$ cat config.mk
export PLATFORM = sky130hd
export DESIGN_NAME = sdft_front
export DESIGN_NICKNAME = d
export VERILOG_FILES = /design/src/rtl/sdft_pkg.sv /design/src/rtl/sdft_ram.sv /design/src/rtl/sdft_front.sv
export SDC_FILE = /design/constraint.sdc
export NUM_CORES = 1
export LEC_CHECK = 0
export BUFFER_PORTS_ARGS = -buffer_cell sky130_fd_sc_hd__buf_2
export CAP_MARGIN = 40
export CORE_MARGIN = 2
export CORE_UTILIZATION = 25
export CTS_BUF_LIST = sky130_fd_sc_hd__clkbuf_8 sky130_fd_sc_hd__clkbuf_16
export DETAILED_ROUTE_END_ITERATION = 16
export GPL_ROUTABILITY_DRIVEN = 0
export GPL_TIMING_DRIVEN = 1
export PLACE_DENSITY = 0.39
export SYNTH_ARGS = -nofsm -noshare
export SYNTH_HDL_FRONTEND = slang
export SYNTH_SLANG_ARGS = --single-unit
export TNS_END_PERCENT = 30
$ cat constraint.sdc
create_clock -name clk -period 4.4 [get_ports clk]
set_input_delay 0 -clock clk [delete_from_list [all_inputs] [get_ports clk]]
set_output_delay 0 -clock clk [all_outputs]
set_load 0.01 [all_outputs]
$ cat src/rtl/sdft_pkg.sv
// Shared types, constants and elaboration-time twiddle generation for the
// sliding DFT bin tracker. No dependencies.
package sdft_pkg;

  localparam longint Q30_ONE     = 64'sd1073741824;
  localparam longint Q30_HALF_PI = 64'sd1686629713;

  localparam logic [1:0] REG_STABILITY = 2'd0;
  localparam logic [1:0] REG_RISE      = 2'd1;
  localparam logic [1:0] REG_FALL      = 2'd2;
  localparam logic [1:0] REG_DECAY     = 2'd3;

  localparam logic [15:0] RST_STABILITY = 16'd65470;
  localparam logic [15:0] RST_RISE      = 16'd66;
  localparam logic [15:0] RST_FALL      = 16'd655;
  localparam logic [15:0] RST_DECAY     = 16'd65208;

  typedef struct packed {
    logic [15:0] stability;
    logic [15:0] rise;
    logic [15:0] fall;
    logic [15:0] decay;
  } sdft_cfg_t;

  typedef struct packed {
    logic        valid;
    logic [16:0] diff;
  } sdft_queue_t;

  typedef enum logic [3:0] {
    ST_IDLE, ST_READ, ST_LOAD, ST_ROUND, ST_ROT, ST_SAT,
    ST_SQUARE, ST_SUM, ST_ROOT, ST_TRACK, ST_EMIT
  } sdft_state_t;

  // shift-subtract division, elaboration use only
  function automatic longint unsigned sdft_udiv(longint unsigned a, longint unsigned b);
    longint unsigned q;
    longint unsigned r;
    q = 0;
    r = 0;
    for (int i = 63; i >= 0; i--) begin
      r = {r[62:0], a[i]};
      if (r >= b) begin
        r = r - b;
        q[i] = 1'b1;
      end
    end
    return q;
  endfunction

  // signed division truncating towards zero
  function automatic longint sdft_sdiv(longint a, longint unsigned b);
    longint unsigned ua;
    longint unsigned uq;
    ua = (a < 0) ? longint'(-a) : longint'(a);
    uq = sdft_udiv(ua, b);
    return (a < 0) ? -longint'(uq) : longint'(uq);
  endfunction

  function automatic logic signed [15:0] sdft_to_q15(longint q30);
    longint v;
    v = (q30 + 64'sd16384) >>> 15;
    if (v > 64'sd32767) v = 64'sd32767;
    if (v < -64'sd32768) v = -64'sd32768;
    return 16'(v);
  endfunction

  function automatic logic signed [15:0] sdft_twiddle(int unsigned k, int unsigned n,
                                                      logic want_sin);
    longint unsigned num;
    longint unsigned quarter;
    longint x, x2, ts, tc, sn, cs, oc, os;
    num = 64'(4 * k);
    quarter = 0;
    for (int i = 0; i < 4; i++) begin
      if (num >= 64'(n)) begin
        num = num - 64'(n);
        quarter = quarter + 1;
      end
    end
    x  = sdft_sdiv(Q30_HALF_PI * longint'(num), 64'(n));
    x2 = (x * x) >>> 30;
    ts = Q30_ONE;
    tc = Q30_ONE;
    for (int m = 13; m >= 3; m -= 2)
      ts = Q30_ONE - sdft_sdiv((x2 * ts) >>> 30, 64'(m * (m - 1)));
    for (int m = 14; m >= 2; m -= 2)
      tc = Q30_ONE - sdft_sdiv((x2 * tc) >>> 30, 64'(m * (m - 1)));
    sn = (x * ts) >>> 30;
    cs = tc;
    unique case (quarter[1:0])
      2'd0: begin oc = cs;  os = sn;  end
      2'd1: begin oc = -sn; os = cs;  end
      2'd2: begin oc = -cs; os = -sn; end
      default: begin oc = sn; os = -cs; end
    endcase
    return want_sin ? sdft_to_q15(os) : sdft_to_q15(oc);
  endfunction

  function automatic logic signed [31:0] sdft_sat32(logic signed [50:0] v);
    if (v > 51'sd2147483647) return 32'sh7fffffff;
    if (v < -51'sd2147483648) return 32'sh80000000;
    return v[31:0];
  endfunction

endpackage

$ cat src/rtl/sdft_ram.sv
// Generic single-write, single-read RAM with registered read data.
// No dependencies.
module sdft_ram #(
  parameter int WIDTH = 16,
  parameter int DEPTH = 64
) (
  input  logic                     clk,
  input  logic                     we,
  input  logic [$clog2(DEPTH)-1:0] waddr,
  input  logic [WIDTH-1:0]         wdata,
  input  logic [$clog2(DEPTH)-1:0] raddr,
  output logic [WIDTH-1:0]         rdata
);
  logic [WIDTH-1:0] mem [DEPTH];

  always_ff @(posedge clk) begin
    if (we) mem[waddr] <= wdata;
    rdata <= mem[raddr];
  end
endmodule

$ cat src/rtl/sdft_front.sv
// Front end: takes samples, keeps the delay line and queues the input
// difference for the bin engine. Depends on sdft_pkg and sdft_ram.
module sdft_front import sdft_pkg::*; #(
  parameter int WINDOW_LENGTH = 64
) (
  input  logic               clk,
  input  logic               rst,
  input  logic signed [15:0] sample,
  input  logic               in_valid,
  output logic               in_stall,
  input  logic               pop,
  output sdft_queue_t        head
);
  localparam int AW = $clog2(WINDOW_LENGTH);

  logic [AW-1:0]            pos;
  logic [WINDOW_LENGTH-1:0] dl_valid;
  logic                     pend;
  logic [15:0]              x_r;
  logic [15:0]              rdata;
  logic [15:0]              old;
  logic [16:0]              d;
  logic [16:0]              q0, q1;
  logic [1:0]               count;
  logic                     accept;

  assign in_stall = pend || (count == 2'd2);
  assign accept   = in_valid && !in_stall;
  assign old      = dl_valid[pos] ? rdata : 16'd0;
  assign d        = 17'($signed({x_r[15], x_r}) - $signed({old[15], old}));

  sdft_ram #(.WIDTH(16), .DEPTH(WINDOW_LENGTH)) u_delay (
    .clk(clk), .we(pend), .waddr(pos), .wdata(x_r), .raddr(pos), .rdata(rdata)
  );

  always_ff @(posedge clk) begin
    if (rst) begin
      pos      <= '0;
      dl_valid <= '0;
      pend     <= 1'b0;
    end else begin
      pend <= accept;
      if (pend) begin
        dl_valid[pos] <= 1'b1;
        pos <= (pos == AW'(WINDOW_LENGTH - 1)) ? '0 : pos + 1'b1;
      end
    end
  end

  always_ff @(posedge clk) begin
    if (accept) x_r <= sample;
  end

  always_ff @(posedge clk) begin
    if (rst) begin
      count <= '0;
    end else begin
      unique case ({pend, pop})
        2'b01: begin
          q0    <= q1;
          count <= count - 1'b1;
        end
        2'b10: begin
          if (count == 2'd0) q0 <= d;
          else q1 <= d;
          count <= count + 1'b1;
        end
        2'b11: begin
          if (count == 2'd1) begin
            q0 <= d;
          end else begin
            q0 <= q1;
            q1 <= d;
          end
        end
        default: ;
      endcase
    end
  end

  assign head.valid = (count != 2'd0);
  assign head.diff  = q0;
endmodule

## Yosys cells after proc, flatten, opt, wreduce, memory -nomap -nowiden

Memory sizes are Yosys's and may differ from the RTL's. A register that Yosys moved wholly into a read port is not among the register bits.
Index checks and enable logic that the tools add are counted.

| storage, ports and cells | value |
|---|---|
| register bits after elaboration | 123 |
| bits in writable memories | 1024 |
| bits of input ports | 20 |
| word-level logic and storage cells | 51 |
| memories kept | 1 |

| cells by class | value |
|---|---|
| $add $sub $neg | 4 |
| order comparisons | 2 |
| equality and inequality tests | 9 |
| mux-type cells | 15 |
| bitwise gates (word level) | 2 |
| reduce and logical (&&, ||, !) cells | 11 |

Memory list:

| name | depth | bits a word | read ports | clocked after Yosys merged registers in | wr ports | line | source |
|---|---|---|---|---|---|---|---|
| u_delay.mem | 64 | 16 | 1 | 1 | 1 | sdft_ram.sv:14 | `logic [WIDTH-1:0] mem [DEPTH];` |

Operator list:

| cell | count |
|---|---|
| 17-bit 2-to-1 mux | 4 |
| 64-bit bitwise OR | 1 |
| 17-bit case mux with 3 select lines | 1 |
| 17-bit case mux with 2 select lines | 1 |
| 16-bit by 16-bit subtractor with 17-bit output | 1 |
| 16-bit 2-to-1 mux | 1 |
| 6-bit by 7-bit < comparator with 1-bit output, second input constant | 1 |
| 6-bit by 1-bit adder with 6-bit output, second input constant | 1 |
| 1-bit binary-select mux with 6-bit select | 1 |
| 1-bit demux with 6-bit select | 1 |
| 2-bit equality test, second input constant | 3 |
| 6-bit equality test, second input constant | 1 |
| 6-bit by 1-bit greater-or-equal comparator with 1-bit output, second input constant | 1 |
| 6-bit 2-to-1 mux | 1 |
| 2-bit inequality test, second input constant | 3 |
| 2-bit nonzero test | 3 |
| 2-bit by 1-bit equality test with 1-bit output, second input constant | 2 |
| 1-bit 2-to-1 mux | 4 |
| 2-bit case mux with 2 select lines | 1 |
| 4-bit AND reduction | 1 |
| 3-bit AND reduction | 1 |
| 3-bit nonzero test | 1 |
| 2-bit by 1-bit adder with 2-bit output, second input constant | 1 |
| 1-bit logical AND | 2 |
| other kinds (5) | 5 |

## Logic depth before layout (Yosys ltp)

| depth | value |
|---|---|
| depth after elaboration | 6 |
| mapped depth | 18 |
| depth with buffers taken out | 15 |

## By module

Synthesis repeated with hierarchy kept, for this count alone.

| unflattened totals | value |
|---|---|
| cells, all modules | 2396 |
| area total of the unflattened synthesis | 45752.6 µm² |

By module, submodules not included:

| module | instances | cells each | area an instance (µm²) | seq. area each (µm²) |
|---|---|---|---|---|
| sdft_ram | 1 | 1829 | 40042.2 | 31069.8 |
| sdft_front | 1 | 567 | 5710.5 | 2962.8 |

## Least setup slack after synthesis

OpenSTA, ideal clock, no wires.

| path | value |
|---|---|
| path kind | reg-to-reg |
| from | register pos[0] |
| to | register q0[14], data pin |
| library setup time | 0.257 ns |
| data arrival time | 3.864 ns |
| data required time | 4.143 ns |
| path slack | 0.280 ns |
| cell stages (with the launch flop) | 18 |
| cells stage by stage | dfxtp_1 > buf_2 > buf_4 > or2_2 > clkbuf_1 > o221ai_1 > a22oi_1 > nand4_1 > and2_1 > ha_1 > inv_1 > fa_1 > a21o_1 > a221o_1 > a21oi_1 > nor3_1 > or4_1 > a32o_1 |

| between the ends | value |
|---|---|
| cells in the longest elaborated chain, start to end | 6 |

RTL lines:

| item | line | source |
|---|---|---|
| start, declared | sdft_front.sv:16 | `logic [AW-1:0] pos;` |
| start signal, assigned | sdft_front.sv:45 | `pos <= (pos == AW'(WINDOW_LENGTH - 1)) ? '0 : pos + 1'b1;` |
| 1-bit binary-select mux with 6-bit select * | sdft_front.sv:29 | `assign old = dl_valid[pos] ? rdata : 16'd0;` |
| 1-bit 2-to-1 mux (not written as such) * | sdft_front.sv:29 |  |
| 16-bit 2-to-1 mux * | sdft_front.sv:29 |  |
| 16-bit by 16-bit subtractor with 17-bit output * | sdft_front.sv:30 | `assign d = 17'($signed({x_r[15], x_r}) - $signed({old[15], old}));` |
| 17-bit 2-to-1 mux, on equally long branches | sdft_front.sv:69, sdft_front.sv:64 |  |
| 17-bit case mux with 3 select lines * | sdft_front.sv:58 | `unique case ({pend, pop})` |
| end signal, assigned | sdft_front.sv:60 | `q0 <= q1;` |
| end signal, assigned | sdft_front.sv:72 | `q0 <= q1;` |
| end, declared | sdft_front.sv:23 | `logic [16:0] q0, q1;` |

Every way passes the cells marked *; elsewhere a longest branch is shown, timed or not. The select of a mux whose other input is x is not followed.
A chain may end at the register's enable or synchronous reset.

## Worst setup path in the final report

| path | value |
|---|---|
| from | register pos[1] |
| to | register q0[14], data pin |

The elaborated chain is that of the path after synthesis.

==> out/metrics.csv <==
metric;value;unit
finalNetCount;2974;
wl;163;mm
power_density;464;mW/mm^2
yosys_warnings;0;
die_area;0.185;mm^2
drive_above_1_share;0.256;
vias;26300;
io_buffers;38;
worstSetupPathDepth;16;
worstMarginPinSlew;955;ps
r2r_cells;16;
worstPathCellList;buf_12, mux4_2, mux2i_2, o211ai_1, a21oi_1, nand4_1, buf_4, buf_6, nand2_2, ha_4, and2_4, a221o_1, a21oi_2, nor3_2, or4_4, a32o_1;
final_max_slew_viol_count;0;
cts.sinks;1163;
io_pins;39;
ys_types;68;
path_clk_slew;60;ps
synth.avg_cell_area;17.3;um^2
synth-main-ff-cell;edfxtp_1;
path_delay_family;simple AND/OR/NAND/NOR gates;
path_class;register to register;
std_cell_rows;156;
min_path_cells;6;
grt_max_degree;74;
drtIter0Drc;2561;
peakVddDrop;272;uV
grt_pass1_vias;26200;
min-delay-start;pop;
tns;0;ps
tritoncts;built;
cts-htree-levels;4;
cts_root_buf;clkbuf_16;
ys_seq_elements;1163;
synth_edf_count;1074;
seq_area_frac_synth;0.750;
hp-class;primary input to register;
status;completed;
syn_inst;2625;
first_pass_iters;5;
critPathSlowestCell;or4_4;
initial_utilization;0.251;
grt_pass1_wl;222;mm
start_kind;register;
antenna_found_initial;13;
end_kind;register;
grt_use_total;0.173;
rsz0062_at_grt;true;
clock_path_buffers;3;
die_x;430;um
critical_path_required;4920;ps
synth_fp_nets;2671;
crit_arrival;4860;ps
design.core.area;0.181;mm^2
cpPeakStageDelay;510;ps
fp.dieH;430;um
post-route-util;0.303;
post_drt_wl_per_cell;30.1;um
area_delta_synth_final;20.6;%
ys_async_sr_fraction;0;
leakagePower;17.5;nW
slew_headroom;0.363;
viasPerCell;4.87;
path_buf_inv;3;
maxCapViolCount;0;
drcViolationCount;0;
fin_skew;30.5;ps
dp_hpwl;103;mm
crit_fanout;15;
setup_violations;0;
clock_latency;790;ps
max_freq;0.230;GHz
n_fill_cell;17700;
numCtsBuffers;132;
grt-ovfl-total;0;
mappedNetlistArea;0.0454;mm^2
antenna_left;0;
fin_crit_sh;0.986;
startpoint;pos[1];
hold_viol_final;0;
period_needed;4340;ps
r2r-start;pos[1];
## placed cells by master, fill, tap and decap left out, types with 70 or more instances in the layout
cell type / n
mux2_2: 70
a221oi_1: 92
dfxtp_1: 86
clkbuf_16: 136
nand2_1: 91
mux4_2: 111
a21oi_1: 75
buf_4: 231
edfxtp_1: 1074
nor2_1: 224
mux2i_1: 133
## per-layer routing
metal	GRT usage	up-vias	part of all wire
met5	0	-	0
met4	0.0509	0	0.026
met3	0.0398	190	0.066
met2	0.266	939	0.45
met1	0.242	14000	0.45
li1	-	11100	-
## sequential cells by signal, indices dropped and copies added (netlist names)
register and cells:
count 2, dl_valid 64, pend 1, pos 6, q0 17, q1 17
u_delay.mem 1024, u_delay.rdata 16, x_r 16
## stage by stage
| stage | setup slack [ps] | std cells | power, mW | cell area (um^2) | hold WS (ps) |
|---|---|---|---|---|---|
| CTS | 12.9 | 5395 | 25.6 | 54600 | 332 |
| detailed placement | -149 | 5114 | 14.9 | 49900 | 178 |
| global route | -27.7 | 5402 | 26.2 | 54700 | 390 |
| floorplan | 280 | 2625 | 13.7 | 45400 | 98.9 |
| global placement | -170 | 5108 | 14.9 | 49800 | 180 |
| finish | 59.7 | 5403 | 25.4 | 54700 | 368 |
## cell families after synthesis
| group | after synthesis | synth area share |
|---|---|---|
| AOI/OAI and AO/OA | 456 | 0.0727 |
| xor gates and xnor gates | 19 | 0.00367 |
| adders and majority gates | 26 | 0.00733 |
| buffers and inverters | 174 | 0.0203 |
| DFF | 1163 | 0.750 |
| muxes | 318 | 0.103 |
| and+or+nand+nor | 469 | 0.0433 |
## repair_timing
action	CTS	global route
cloned	0	2
setup buffers	6	3
endpoints found under the setup margin	4	11
endpoints found under the hold margin	120	0
pin swaps	1	9
gates resized for setup	2	22
hold buffers	37	0
## synthesized netlist by cell type, types with 6 or more instances
| master | count | area (um^2) |
|---|---|---|
| a211oi_1 | 10 | 75.1 |
| a21oi_1 | 76 | 380 |
| a221o_1 | 14 | 140 |
| a221oi_1 | 92 | 806 |
| a22o_1 | 22 | 193 |
| a22oi_1 | 55 | 413 |
| a32oi_1 | 6 | 52.6 |
| and2_1 | 8 | 50.1 |
| buf_1 | 10 | 37.5 |
| buf_2 | 63 | 315 |
| buf_4 | 25 | 188 |
| buf_6 | 13 | 146 |
| clkbuf_1 | 49 | 184 |
| dfxtp_1 | 89 | 1780 |
| edfxtp_1 | 1074 | 32300 |
| ha_1 | 25 | 313 |
| inv_1 | 12 | 45.0 |
| mux2_2 | 70 | 788 |
| mux2i_1 | 134 | 1340 |
| mux4_2 | 111 | 2500 |
| nand2_1 | 95 | 357 |
| nand2b_1 | 8 | 50.1 |
| nand3_1 | 14 | 70.1 |
| nand4_1 | 8 | 50.1 |
| nor2_1 | 291 | 1090 |
| nor2b_1 | 8 | 50.1 |
| nor3_1 | 10 | 50.1 |
| o211ai_1 | 6 | 45.0 |
| o21ai_0 | 54 | 270 |
| o221ai_1 | 18 | 158 |
| o22a_1 | 9 | 78.8 |
| o22ai_1 | 48 | 300 |
| o2bb2ai_1 | 8 | 70.1 |
| or4_1 | 8 | 60.1 |
| xnor2_1 | 10 | 87.6 |
| xor2_1 | 9 | 78.8 |
## worst paths after layout
check	end	slack [ps]
min	count[0]	370
min reg2reg	dl_valid[35]	470
max	q0[14]	60
max reg2reg	q0[14]	60
## final cells by class
class	count	area [um^2]	share of cell area
clock inverters	96	707	0.0129
well taps	2370	2970	0.0542
flip-flops and latches	1163	34000	0.622
inverters	14	55.1	0.00101
diodes	1	2.50	0.0000457
multi-input cells	1289	10700	0.196
clock buffers	142	3470	0.0635
repair buffers	328	2730	0.0498
## power breakdown
| part | total, mW | switching [mW] | internal, mW |
|---|---|---|---|
| clock network | 10.6 | 4.67 | 5.98 |
| registers | 12.5 | 0.124 | 12.4 |
| logic | 2.23 | 1.54 | 0.692 |
## tightest hold or removal path, delay by kind of cell
kind	cells	cell delay (ps)
fa+ha+maj	1	170
xor+xnor	1	80
simple gates	1	90
buf+inv	3	740
Power figures use the tool's default switching activity.
